File: config.mk
export PLATFORM = sky130hd
export DESIGN_NAME = keyframe_time_table_top_flat
export DESIGN_NICKNAME = d
export VERILOG_FILES = /design/src/hdl/kftt_pkg.sv /design/src/hdl/kftt_if.sv /design/src/hdl/kftt_ram.sv /design/src/hdl/kftt_div.sv /design/src/hdl/kftt_seq.sv /design/src/hdl/keyframe_time_table_top.sv /design/src/flat_wrapper.sv
export SDC_FILE = /design/constraint.sdc
export NUM_CORES = 2
export LEC_CHECK = 0
export ABC_AREA = 1
export BUFFER_PORTS_ARGS = -buffer_cell sky130_fd_sc_hd__buf_2
export CAP_MARGIN = 20
export CORE_AREA = 8 8 431 433
export CTS_CLUSTER_SIZE = 14
export DETAILED_ROUTE_END_ITERATION = 10
export DIE_AREA = 0 0 439 441
export HOLD_SLACK_MARGIN = 0.02
export PLACE_DENSITY = 0.68
export SLEW_MARGIN = 20
export SYNTH_ARGS = -nofsm -noshare
export SYNTH_HDL_FRONTEND = slang
export SYNTH_SLANG_ARGS = --single-unit
File: constraint.sdc
create_clock -name i_clk -period 5.5 [get_ports i_clk]
set_input_delay 1.375 -clock i_clk [delete_from_list [all_inputs] [get_ports i_clk]]
set_output_delay 1.375 -clock i_clk [all_outputs]
set_load 0.005 [all_outputs]
File: src/hdl/kftt_pkg.sv
package kftt_pkg;

    localparam int IDX_W       = 6;
    localparam int KEY_CNT_W   = 7;
    localparam int FRAC_BITS   = 16;
    localparam logic [FRAC_BITS-1:0] FRAC_MAX = '1;
    localparam logic [31:0] ANIM_LEN_RST = 32'd65536;

    typedef enum logic [1:0] {
        REQ_INSERT = 2'd0,
        REQ_REMOVE = 2'd1,
        REQ_CLEAR  = 2'd2,
        REQ_LOOKUP = 2'd3
    } t_req;

    typedef enum logic [1:0] {
        ST_OK        = 2'd0,
        ST_FULL      = 2'd1,
        ST_BAD_INDEX = 2'd2,
        ST_EMPTY     = 2'd3
    } t_status;

    typedef enum logic {
        DIV_MOD  = 1'b0,
        DIV_FRAC = 1'b1
    } t_div_mode;

    typedef struct packed {
        logic      start;
        t_div_mode mode;
    } t_div_ctl;

    typedef struct packed {
        t_status                status;
        logic [IDX_W-1:0]       first_index;
        logic [IDX_W-1:0]       second_index;
        logic [FRAC_BITS-1:0]   fraction;
        logic                   same_key;
        logic [KEY_CNT_W-1:0]   key_count;
    } t_rsp;

endpackage

File: src/hdl/kftt_if.sv
interface kftt_req_if #(
    parameter int TIME_BITS = 24
);
    logic                 valid;
    logic                 ready;
    logic [1:0]           req_type;
    logic [TIME_BITS-1:0] time_value;
    logic [5:0]           key_index;

    modport source (output valid, output req_type, output time_value, output key_index,
                    input ready);
    modport sink   (input valid, input req_type, input time_value, input key_index,
                    output ready);
endinterface

interface kftt_rsp_if;
    logic        valid;
    logic        ready;
    logic [1:0]  status;
    logic [5:0]  first_index;
    logic [5:0]  second_index;
    logic [15:0] fraction;
    logic        same_key;
    logic [6:0]  key_count;

    modport source (output valid, output status, output first_index, output second_index,
                    output fraction, output same_key, output key_count, input ready);
    modport sink   (input valid, input status, input first_index, input second_index,
                    input fraction, input same_key, input key_count, output ready);
endinterface

File: src/hdl/kftt_ram.sv
module kftt_ram #(
    parameter int WIDTH = 24,
    parameter int DEPTH = 64
) (
    input  logic                     i_clk,
    input  logic                     i_we,
    input  logic [$clog2(DEPTH)-1:0] i_waddr,
    input  logic [WIDTH-1:0]         i_wdata,
    input  logic [$clog2(DEPTH)-1:0] i_raddr,
    output logic [WIDTH-1:0]         o_rdata
);

    logic [WIDTH-1:0] r_mem [DEPTH];

    always_ff @(posedge i_clk) begin
        if (i_we) begin
            r_mem[i_waddr] <= i_wdata;
        end
        o_rdata <= r_mem[i_raddr];
    end

endmodule

File: src/hdl/kftt_div.sv
module kftt_div #(
    parameter int TIME_BITS = 24
) (
    input  logic                           i_clk,
    input  logic                           i_rst_n,
    input  kftt_pkg::t_div_ctl             i_ctl,
    input  logic [TIME_BITS-1:0]           i_num,
    input  logic [TIME_BITS:0]             i_den,
    output logic                           o_done,
    output logic [TIME_BITS-1:0]           o_rem,
    output logic [kftt_pkg::FRAC_BITS-1:0] o_quo
);

    localparam int REM_W     = TIME_BITS + 2;
    localparam int STEPS_MAX = (TIME_BITS > kftt_pkg::FRAC_BITS) ? TIME_BITS
                                                                 : kftt_pkg::FRAC_BITS;
    localparam int CNT_W     = $clog2(STEPS_MAX + 1);

    logic                           r_busy;
    logic                           r_done;
    logic [CNT_W-1:0]               r_cnt;
    logic [REM_W-1:0]               r_rem;
    logic [TIME_BITS-1:0]           r_dvd;
    logic [TIME_BITS:0]             r_den;
    logic [kftt_pkg::FRAC_BITS-1:0] r_quo;

    logic [REM_W-1:0] shifted;
    logic [REM_W-1:0] den_ext;
    logic [REM_W-1:0] diff;
    logic             fits;

    // one restoring step per cycle
    always_comb begin
        shifted = {r_rem[REM_W-2:0], r_dvd[TIME_BITS-1]};
        den_ext = {1'b0, r_den};
        fits    = (shifted >= den_ext);
        diff    = shifted - den_ext;
    end

    always_ff @(posedge i_clk) begin
        if (!i_rst_n) begin
            r_busy <= 1'b0;
            r_done <= 1'b0;
            r_cnt  <= '0;
        end else begin
            r_done <= 1'b0;
            if (i_ctl.start) begin
                r_busy <= 1'b1;
                r_cnt  <= (i_ctl.mode == kftt_pkg::DIV_MOD) ? CNT_W'(TIME_BITS)
                                                            : CNT_W'(kftt_pkg::FRAC_BITS);
            end else if (r_busy) begin
                r_cnt <= r_cnt - CNT_W'(1);
                if (r_cnt == CNT_W'(1)) begin
                    r_busy <= 1'b0;
                    r_done <= 1'b1;
                end
            end
        end
    end

    always_ff @(posedge i_clk) begin
        if (i_ctl.start) begin
            r_den <= i_den;
            r_quo <= '0;
            if (i_ctl.mode == kftt_pkg::DIV_MOD) begin
                r_rem <= '0;
                r_dvd <= i_num;
            end else begin
                r_rem <= REM_W'(i_num);
                r_dvd <= '0;
            end
        end else if (r_busy) begin
            r_rem <= fits ? diff : shifted;
            r_dvd <= {r_dvd[TIME_BITS-2:0], 1'b0};
            r_quo <= {r_quo[kftt_pkg::FRAC_BITS-2:0], fits};
        end
    end

    assign o_done = r_done;
    assign o_rem  = r_rem[TIME_BITS-1:0];
    assign o_quo  = r_quo;

endmodule

File: src/hdl/kftt_seq.sv
module kftt_seq #(
    parameter int MAX_KEYS  = 64,
    parameter int TIME_BITS = 24
) (
    input  logic                           i_clk,
    input  logic                           i_rst_n,
    kftt_req_if.sink                       i_req,
    kftt_rsp_if.source                     o_rsp,
    input  logic                           i_cfg_we,
    input  logic [TIME_BITS-1:0]           i_cfg_wdata,
    output logic                           o_ram_we,
    output logic [$clog2(MAX_KEYS)-1:0]    o_ram_waddr,
    output logic [TIME_BITS-1:0]           o_ram_wdata,
    output logic [$clog2(MAX_KEYS)-1:0]    o_ram_raddr,
    input  logic [TIME_BITS-1:0]           i_ram_rdata,
    output kftt_pkg::t_div_ctl             o_div_ctl,
    output logic [TIME_BITS-1:0]           o_div_num,
    output logic [TIME_BITS:0]             o_div_den,
    input  logic                           i_div_done,
    input  logic [TIME_BITS-1:0]           i_div_rem,
    input  logic [kftt_pkg::FRAC_BITS-1:0] i_div_quo
);

    localparam int AW    = $clog2(MAX_KEYS);
    localparam int CNT_W = $clog2(MAX_KEYS + 1);

    typedef enum logic [3:0] {
        S_IDLE,
        S_INS_RD,
        S_INS_CMP,
        S_RM_RD,
        S_RM_WR,
        S_LK_MOD,
        S_LK_RD,
        S_LK_CMP,
        S_LK_NUM,
        S_LK_FRAC,
        S_LK_DIV,
        S_FIN
    } t_state;

    t_state                         r_state;
    logic [CNT_W-1:0]               r_cnt;
    logic [CNT_W-1:0]               r_pos;
    logic [TIME_BITS-1:0]           r_len;
    logic                           r_out_valid;
    kftt_pkg::t_rsp                 r_rsp;
    kftt_pkg::t_div_ctl             r_div_ctl;
    kftt_pkg::t_status              r_status;
    logic [AW-1:0]                  r_first;
    logic [AW-1:0]                  r_second;
    logic [kftt_pkg::FRAC_BITS-1:0] r_frac;
    logic                           r_same;
    logic [TIME_BITS-1:0]           r_t;
    logic [TIME_BITS-1:0]           r_t1;
    logic [TIME_BITS:0]             r_t2;
    logic [TIME_BITS-1:0]           r_key0;
    logic [TIME_BITS-1:0]           r_prev;
    logic [TIME_BITS-1:0]           r_num;
    logic [TIME_BITS:0]             r_den;

    logic [TIME_BITS-1:0] len_eff;
    logic [CNT_W-1:0]     pos_inc;
    logic [CNT_W-1:0]     pos_dec;
    logic [CNT_W-1:0]     cnt_dec;
    logic [31:0]          first_ext;
    logic [31:0]          second_ext;
    logic [31:0]          cnt_ext;

    always_comb begin
        len_eff    = (r_len == '0) ? TIME_BITS'(1) : r_len;
        pos_inc    = r_pos + CNT_W'(1);
        pos_dec    = r_pos - CNT_W'(1);
        cnt_dec    = r_cnt - CNT_W'(1);
        first_ext  = 32'(r_first);
        second_ext = 32'(r_second);
        cnt_ext    = 32'(r_cnt);
    end

    always_comb begin
        o_ram_we    = 1'b0;
        o_ram_waddr = r_pos[AW-1:0];
        o_ram_wdata = r_t;
        o_ram_raddr = r_pos[AW-1:0];
        unique case (r_state)
            S_INS_RD: begin
                o_ram_raddr = pos_dec[AW-1:0];
                o_ram_we    = (r_pos == '0);
            end
            S_INS_CMP: begin
                o_ram_we    = 1'b1;
                o_ram_wdata = (i_ram_rdata > r_t) ? i_ram_rdata : r_t;
            end
            S_RM_RD: begin
                o_ram_raddr = pos_inc[AW-1:0];
            end
            S_RM_WR: begin
                o_ram_we    = 1'b1;
                o_ram_wdata = i_ram_rdata;
            end
            default: begin
            end
        endcase
    end

    always_ff @(posedge i_clk) begin
        if (!i_rst_n) begin
            r_state     <= S_IDLE;
            r_cnt       <= '0;
            r_len       <= kftt_pkg::ANIM_LEN_RST[TIME_BITS-1:0];
            r_out_valid <= 1'b0;
            r_div_ctl   <= '0;
        end else begin
            r_div_ctl.start <= 1'b0;
            if (i_cfg_we) begin
                r_len <= i_cfg_wdata;
            end
            if (o_rsp.ready) begin
                r_out_valid <= 1'b0;
            end
            unique case (r_state)
                S_IDLE: begin
                    if (i_req.valid) begin
                        r_t      <= i_req.time_value;
                        r_status <= kftt_pkg::ST_OK;
                        r_first  <= '0;
                        r_second <= '0;
                        r_frac   <= '0;
                        r_same   <= 1'b0;
                        unique case (kftt_pkg::t_req'(i_req.req_type))
                            kftt_pkg::REQ_INSERT: begin
                                if (r_cnt == CNT_W'(MAX_KEYS)) begin
                                    r_status <= kftt_pkg::ST_FULL;
                                    r_state  <= S_FIN;
                                end else begin
                                    r_pos   <= r_cnt;
                                    r_state <= S_INS_RD;
                                end
                            end
                            kftt_pkg::REQ_REMOVE: begin
                                if (32'(i_req.key_index) >= 32'(r_cnt)) begin
                                    r_status <= kftt_pkg::ST_BAD_INDEX;
                                    r_state  <= S_FIN;
                                end else begin
                                    r_pos   <= CNT_W'(i_req.key_index);
                                    r_state <= S_RM_RD;
                                end
                            end
                            kftt_pkg::REQ_CLEAR: begin
                                r_cnt   <= '0;
                                r_state <= S_FIN;
                            end
                            kftt_pkg::REQ_LOOKUP: begin
                                r_pos <= '0;
                                if (r_cnt == '0) begin
                                    r_status <= kftt_pkg::ST_EMPTY;
                                    r_state  <= S_FIN;
                                end else if (i_req.time_value >= len_eff) begin
                                    r_num     <= i_req.time_value;
                                    r_den     <= {1'b0, len_eff};
                                    r_div_ctl <= '{start: 1'b1, mode: kftt_pkg::DIV_MOD};
                                    r_state   <= S_LK_MOD;
                                end else begin
                                    r_state <= S_LK_RD;
                                end
                            end
                        endcase
                    end
                end
                S_INS_RD: begin
                    if (r_pos == '0) begin
                        r_cnt   <= r_cnt + CNT_W'(1);
                        r_first <= '0;
                        r_state <= S_FIN;
                    end else begin
                        r_state <= S_INS_CMP;
                    end
                end
                S_INS_CMP: begin
                    if (i_ram_rdata > r_t) begin
                        r_pos   <= pos_dec;
                        r_state <= S_INS_RD;
                    end else begin
                        r_cnt   <= r_cnt + CNT_W'(1);
                        r_first <= r_pos[AW-1:0];
                        r_state <= S_FIN;
                    end
                end
                S_RM_RD: begin
                    if (pos_inc < r_cnt) begin
                        r_state <= S_RM_WR;
                    end else begin
                        r_cnt   <= cnt_dec;
                        r_state <= S_FIN;
                    end
                end
                S_RM_WR: begin
                    r_pos   <= pos_inc;
                    r_state <= S_RM_RD;
                end
                S_LK_MOD: begin
                    if (i_div_done) begin
                        r_t     <= i_div_rem;
                        r_state <= S_LK_RD;
                    end
                end
                S_LK_RD: begin
                    if (r_pos == r_cnt) begin
                        // every key at or below the time: wrap to the first key
                        r_first  <= cnt_dec[AW-1:0];
                        r_second <= '0;
                        r_t1     <= r_prev;
                        r_t2     <= {1'b0, len_eff} + {1'b0, r_key0};
                        r_state  <= S_LK_NUM;
                    end else begin
                        r_state <= S_LK_CMP;
                    end
                end
                S_LK_CMP: begin
                    if (r_pos == '0) begin
                        r_key0 <= i_ram_rdata;
                    end
                    if (i_ram_rdata > r_t) begin
                        r_second <= r_pos[AW-1:0];
                        r_t2     <= {1'b0, i_ram_rdata};
                        if (r_pos == '0) begin
                            r_first <= '0;
                            r_t1    <= i_ram_rdata;
                        end else begin
                            r_first <= pos_dec[AW-1:0];
                            r_t1    <= r_prev;
                        end
                        r_state <= S_LK_NUM;
                    end else begin
                        r_prev  <= i_ram_rdata;
                        r_pos   <= pos_inc;
                        r_state <= S_LK_RD;
                    end
                end
                S_LK_NUM: begin
                    if ({1'b0, r_t1} == r_t2) begin
                        r_num <= r_t;
                        r_den <= r_t2;
                    end else begin
                        r_num <= (r_t >= r_t1) ? r_t - r_t1 : '0;
                        r_den <= (r_t2 > {1'b0, r_t1}) ? r_t2 - {1'b0, r_t1} : '0;
                    end
                    r_same  <= (r_first == r_second);
                    r_state <= S_LK_FRAC;
                end
                S_LK_FRAC: begin
                    if (r_den == '0) begin
                        r_frac  <= (r_num != '0) ? kftt_pkg::FRAC_MAX : '0;
                        r_state <= S_FIN;
                    end else if ({1'b0, r_num} >= r_den) begin
                        r_frac  <= kftt_pkg::FRAC_MAX;
                        r_state <= S_FIN;
                    end else begin
                        r_div_ctl <= '{start: 1'b1, mode: kftt_pkg::DIV_FRAC};
                        r_state   <= S_LK_DIV;
                    end
                end
                S_LK_DIV: begin
                    if (i_div_done) begin
                        r_frac  <= i_div_quo;
                        r_state <= S_FIN;
                    end
                end
                S_FIN: begin
                    if (!r_out_valid || o_rsp.ready) begin
                        r_rsp.status       <= r_status;
                        r_rsp.first_index  <= first_ext[kftt_pkg::IDX_W-1:0];
                        r_rsp.second_index <= second_ext[kftt_pkg::IDX_W-1:0];
                        r_rsp.fraction     <= r_frac;
                        r_rsp.same_key     <= r_same;
                        r_rsp.key_count    <= cnt_ext[kftt_pkg::KEY_CNT_W-1:0];
                        r_out_valid        <= 1'b1;
                        r_state            <= S_IDLE;
                    end
                end
            endcase
        end
    end

    assign i_req.ready        = (r_state == S_IDLE);
    assign o_rsp.valid        = r_out_valid;
    assign o_rsp.status       = r_rsp.status;
    assign o_rsp.first_index  = r_rsp.first_index;
    assign o_rsp.second_index = r_rsp.second_index;
    assign o_rsp.fraction     = r_rsp.fraction;
    assign o_rsp.same_key     = r_rsp.same_key;
    assign o_rsp.key_count    = r_rsp.key_count;

    assign o_div_ctl = r_div_ctl;
    assign o_div_num = r_num;
    assign o_div_den = r_den;

endmodule

File: src/hdl/keyframe_time_table_top.sv
// Sorted key frame time table with bracket lookup.
// i_req carries one request word (insert, remove, clear, lookup); o_rsp returns
// exactly one result word per request. Both use valid/ready; a word moves on a
// clock edge with valid and ready high. i_cfg_we/i_cfg_wdata write anim_length;
// the user must write it only while the table is idle; the block does not enforce this.
// One request is worked at a time; i_req.ready is high only between requests.
// Clear and the error cases go straight to the result. Insert moves the keys
// above its position up by one while it seeks its place; remove moves the keys
// above the removed index down by one. Lookup divides to wrap a time at or past
// anim_length, scans up to the bracket, then divides for the fraction if needed.
// The scan and shift move one key at a time through the key memory's single
// registered read port; wrap and fraction share one bit-serial divider.
// A finished result sits in an output register; the next request is taken while
// it waits, and its own result is held until o_rsp.ready frees the register.
// Synchronous reset empties the table, sets anim_length to 65536 and drops
// o_rsp.valid; the key memory itself is not cleared.
module keyframe_time_table_top #(
    parameter int MAX_KEYS  = 64,
    parameter int TIME_BITS = 24
) (
    input  logic                 i_clk,
    input  logic                 i_rst_n,
    kftt_req_if.sink             i_req,
    kftt_rsp_if.source           o_rsp,
    input  logic                 i_cfg_we,
    input  logic [TIME_BITS-1:0] i_cfg_wdata
);

    localparam int AW = $clog2(MAX_KEYS);

    logic                           ram_we;
    logic [AW-1:0]                  ram_waddr;
    logic [TIME_BITS-1:0]           ram_wdata;
    logic [AW-1:0]                  ram_raddr;
    logic [TIME_BITS-1:0]           ram_rdata;
    kftt_pkg::t_div_ctl             div_ctl;
    logic [TIME_BITS-1:0]           div_num;
    logic [TIME_BITS:0]             div_den;
    logic                           div_done;
    logic [TIME_BITS-1:0]           div_rem;
    logic [kftt_pkg::FRAC_BITS-1:0] div_quo;

    kftt_seq #(
        .MAX_KEYS  (MAX_KEYS),
        .TIME_BITS (TIME_BITS)
    ) u_seq (
        .i_clk       (i_clk),
        .i_rst_n     (i_rst_n),
        .i_req       (i_req),
        .o_rsp       (o_rsp),
        .i_cfg_we    (i_cfg_we),
        .i_cfg_wdata (i_cfg_wdata),
        .o_ram_we    (ram_we),
        .o_ram_waddr (ram_waddr),
        .o_ram_wdata (ram_wdata),
        .o_ram_raddr (ram_raddr),
        .i_ram_rdata (ram_rdata),
        .o_div_ctl   (div_ctl),
        .o_div_num   (div_num),
        .o_div_den   (div_den),
        .i_div_done  (div_done),
        .i_div_rem   (div_rem),
        .i_div_quo   (div_quo)
    );

    kftt_ram #(
        .WIDTH (TIME_BITS),
        .DEPTH (MAX_KEYS)
    ) u_key_ram (
        .i_clk   (i_clk),
        .i_we    (ram_we),
        .i_waddr (ram_waddr),
        .i_wdata (ram_wdata),
        .i_raddr (ram_raddr),
        .o_rdata (ram_rdata)
    );

    kftt_div #(
        .TIME_BITS (TIME_BITS)
    ) u_div (
        .i_clk   (i_clk),
        .i_rst_n (i_rst_n),
        .i_ctl   (div_ctl),
        .i_num   (div_num),
        .i_den   (div_den),
        .o_done  (div_done),
        .o_rem   (div_rem),
        .o_quo   (div_quo)
    );

endmodule

File: src/flat_wrapper.sv
// flat-port wrapper written by rule: the top's interface ports become plain ports
module keyframe_time_table_top_flat 
#(
    parameter int MAX_KEYS  = 64,
    parameter int TIME_BITS = 24
)
  (i_clk, i_rst_n, i_cfg_we, i_cfg_wdata, i_req_valid, i_req_req_type, i_req_time_value, i_req_key_index, i_req_ready, o_rsp_valid, o_rsp_status, o_rsp_first_index, o_rsp_second_index, o_rsp_fraction, o_rsp_same_key, o_rsp_key_count, o_rsp_ready);
  kftt_req_if #(.TIME_BITS(TIME_BITS)) i_req_i ();
  kftt_rsp_if o_rsp_i ();
  input  logic i_clk;
  input  logic i_rst_n;
  input  logic i_cfg_we;
  input  logic [TIME_BITS-1:0] i_cfg_wdata;
  input wire logic [$bits(i_req_i.valid)-1:0] i_req_valid;
  input wire logic [$bits(i_req_i.req_type)-1:0] i_req_req_type;
  input wire logic [$bits(i_req_i.time_value)-1:0] i_req_time_value;
  input wire logic [$bits(i_req_i.key_index)-1:0] i_req_key_index;
  output wire logic [$bits(i_req_i.ready)-1:0] i_req_ready;
  output wire logic [$bits(o_rsp_i.valid)-1:0] o_rsp_valid;
  output wire logic [$bits(o_rsp_i.status)-1:0] o_rsp_status;
  output wire logic [$bits(o_rsp_i.first_index)-1:0] o_rsp_first_index;
  output wire logic [$bits(o_rsp_i.second_index)-1:0] o_rsp_second_index;
  output wire logic [$bits(o_rsp_i.fraction)-1:0] o_rsp_fraction;
  output wire logic [$bits(o_rsp_i.same_key)-1:0] o_rsp_same_key;
  output wire logic [$bits(o_rsp_i.key_count)-1:0] o_rsp_key_count;
  input wire logic [$bits(o_rsp_i.ready)-1:0] o_rsp_ready;
  assign i_req_i.valid = i_req_valid;
  assign i_req_i.req_type = i_req_req_type;
  assign i_req_i.time_value = i_req_time_value;
  assign i_req_i.key_index = i_req_key_index;
  assign i_req_ready = i_req_i.ready;
  assign o_rsp_valid = o_rsp_i.valid;
  assign o_rsp_status = o_rsp_i.status;
  assign o_rsp_first_index = o_rsp_i.first_index;
  assign o_rsp_second_index = o_rsp_i.second_index;
  assign o_rsp_fraction = o_rsp_i.fraction;
  assign o_rsp_same_key = o_rsp_i.same_key;
  assign o_rsp_key_count = o_rsp_i.key_count;
  assign o_rsp_i.ready = o_rsp_ready;
  keyframe_time_table_top #(.MAX_KEYS(MAX_KEYS), .TIME_BITS(TIME_BITS)) u_core (.i_clk(i_clk), .i_rst_n(i_rst_n), .i_req(i_req_i), .o_rsp(o_rsp_i), .i_cfg_we(i_cfg_we), .i_cfg_wdata(i_cfg_wdata));
endmodule
==> impl_metrics.toml <==
[synthesis]
ys_seq_area_share_pct = 64.7
synth_top_area_share_pct = 62.8
syn_nets = 8746
yosysTopAreaCell = "edfxtp_1"
synthCells = 8486
synth_warnings = 0
syn_area_um2 = 88700
synth.distinct_cells = 60
async_flop_share_pct = 0
synth_area_per_cell_um2 = 10.5
ys_ff_latch = 1941
synth_area_leaders = "edfxtp_1 63%, nand2_1 11%, nand3_1 4.9%, inv_1 3.8%, o211ai_1 2.9%"
synth_edf_count = 1856
ys.flop_type = "edfxtp_1"

[setup_path]
reg2reg_from = "u_core.u_seq.r_pos[3]"
r2r_slack_ns = 1.12
worst-path-buf-inv = 3
path_common_cell = "nor2_1"
cp.arrival_ns = 4.83
crit_family = "simple AND/OR/NAND/NOR gates"
critPathCapture = "u_core.u_key_ram.r_mem[14][14]"
cpMaxStageDelayCell = "nand4_1"
cp.depth = 10
required_ns = 5.95
cp-start-kind = "flop"
worstSetupStartpoint = "u_core.u_seq.r_pos[3]"
critPathMaxStageDelay_ns = 0.85
timing.rr.end = "u_core.u_key_ram.r_mem[14][14]"
cp-end-kind = "flop"
path_class = "reg -> reg"
r2r_cells = 10
cp_cell_sequence = "inv_1 > nand2_1 > nor2_1 > nand2_1 > nor2_1 > nor2_1 > clkinv_1 > nand4_1 > nor2_2 > buf_4"
crit_fanout = 24

[finish]
layout.nets = 8818
multiInputGateArea_um2 = 26400
final_util_pct = 55.2
layout-drive-gt1-share_pct = 8.53
final_cell_mix = "2563 x nand2_1, 1856 x edfxtp_1, 889 x inv_1"
fillers = 15000
ff_latch_area_um2 = 57400
final_common_cell = "nand2_1"
syn_to_final_growth_pct = 11.5

[power_and_ir_drop]
leakage_uw = 0.0389
power_per_cell_area_nw_per_um2 = 556
ir_drop_mv = 0.688

[die]
die-area_um2 = 194000
num_rows = 156
dieWidth_um = 439
initial_core_util_pct = 49.5
die_y_um = 441
core-area_um2 = 179000
ios = 101

[clock_network]
cts_sinks = 1941
clkTransAtPathRegs_ns = 0.06
hold_buffers = 0
numCtsBuffers = 196
htree_levels = 4
cts_tree = "yes"
cts_root_buffer = "clkbuf_16"
insertion_delay_ns = 0.84
cts_resized = 0
cts_setup_buffers = 0
cts_max_path_buffers = 3

[placement]
dp_hpwl_mm = 171
portBuffers = 100
gp_congestion = 0.994

[global_routing]
grt_start_max_net_pins = 156
grt_pass1_wl_mm = 397
met3_usage_pct = 5.07
antenna_found_initial = 11
grt_util_met2_pct = 44.4
grt-busiest-layer = "met2"
grt_pass1_vias = 60800
grt_util_met1_pct = 36.6
overflow = 0
track_usage_pct = 27.3

[detailed_routing]
dr.pass1.iters = 8
drc = 0
drtAntennaViolNets = 0
drt_iter0_drc = 8058
vias = 64000
wl_mm = 271
wire_per_inst_um = 24.5
routed_via_density = 5.77

[timing]
setup_tns_ns = 0
fin_skew_ns = 0.0369
finalCritPeriodShare_pct = 79.6
hold_viol = 0
worst_pin_slew_ns = 1.13
slew_headroom_pct = 24.7
setup_viol_count_final = 0
slew_viol_final = 0
fmax_ghz = 0.228
grt_setup_unrepaired = "false"
fin_crit_ns = 4.38

[flow_run]
drv_cap = 0

[min_path]
hold_path_class = "reg -> reg"

[status]
status = "completed"
-- worst register-to-register path, delay by kind of cell (launching register included) --
kind	cells	cell delay, ns
buffers and inverters	3	1.05
flip-flops	1	0.48
AND/OR/NAND/NOR	7	2.45
-- report_power, final --
part           switching (uW)  internal (uW)
Clock                    5810           7380
Sequential                611          19300
Combinational           16300           5560
-- stage by stage --
stage	total power [uW]	cell area [um^2]	hold WS (ns)	std cells	worst slack [ns]
CTS	54800	98900	0.419	11100	1.25
floorplan	33700	88700	0.400	8486	0.431
global placement	41400	92500	0.402	10700	1.36
finish	55000	98900	0.417	11100	1.12
global route	57500	98900	0.421	11100	0.998
detailed placement	41700	92500	0.405	10700	1.30
-- cells in the mapped netlist, types with 85 or more instances --
| library cell | count |
|---|---|
| nand2_1 | 2567 |
| edfxtp_1 | 1856 |
| inv_1 | 890 |
| nand3_1 | 871 |
| o211ai_1 | 342 |
| o21ai_0 | 313 |
| nor2_1 | 296 |
| buf_2 | 267 |
| a21oi_1 | 227 |
| ha_1 | 195 |
| clkbuf_1 | 125 |
| dfxtp_1 | 85 |
-- state kept, by name, indices dropped and copies added, names as in the netlist, 7 cells and up --
signal                        flops
u_core.u_seq.r_pos                7
u_core.u_div.r_rem               25
u_core.u_seq.r_prev              24
u_core.u_seq.o_rsp.key_count      7
u_core.u_seq.r_frac              16
u_core.u_seq.o_div_den           25
u_core.u_key_ram.o_rdata         24
u_core.u_div.o_quo               16
u_core.u_seq.r_cnt                7
u_core.u_seq.r_t                 24
u_core.u_seq.o_rsp.fraction      16
u_core.u_seq.r_len               24
u_core.u_seq.r_key0              24
u_core.u_seq.o_div_num           24
u_core.u_div.r_den               25
u_core.u_seq.r_t2                25
u_core.u_key_ram.r_mem         1536
u_core.u_div.r_dvd               24
u_core.u_seq.r_t1                24
-- layer usage --
metal	wire length, um	part of all wire, %	vias to the layer above
li1	-	-	29300
met1	108000	40	30900
met2	127000	47	3224
met3	24700	9.1	573
met4	11600	4.3	8
met5	47	0.017	-
-- area by class of cell --
class / count / area share (%)
sequential: 1941 / 58.1
tap: 2370 / 3.00
timing repair buffer: 301 / 2.29
clock inverter: 116 / 1.15
antenna: 5 / 0.0127
inverter: 905 / 3.46
clock buffer: 246 / 5.28
multi-input combinational: 5213 / 26.7
-- worst min path at each step --
stage | from | endpoint | depth (start not counted)
global route | u_core.u_seq.r_frac[0] | u_core.u_seq.o_rsp.fraction[0] | 0
floorplan | u_core.u_seq.r_frac[0] | u_core.u_seq.o_rsp.fraction[0] | 0
global placement | u_core.u_seq.r_frac[0] | u_core.u_seq.o_rsp.fraction[0] | 0
CTS | u_core.u_seq.r_frac[0] | u_core.u_seq.o_rsp.fraction[0] | 0
detailed placement | u_core.u_seq.r_frac[0] | u_core.u_seq.o_rsp.fraction[0] | 0
finish | u_core.u_seq.r_frac[3] | u_core.u_seq.o_rsp.fraction[3] | 0
-- kinds of logic (layout without fill, tap and decap cells) --
logic type      Yosys count  count (layout)  synth area share (%)
compound gates         1027            1027                  7.21
xor+xnor                 86              86                 0.849
flops                  1941            1941                  64.7
fa+ha+maj               199             199                  2.84
mux                      16              16                 0.202
buf+inv                1332            1568                  6.08
simple gates           3885            3885                  18.1
other cells               0               5                     0
Power figures use the tool's default switching activity.
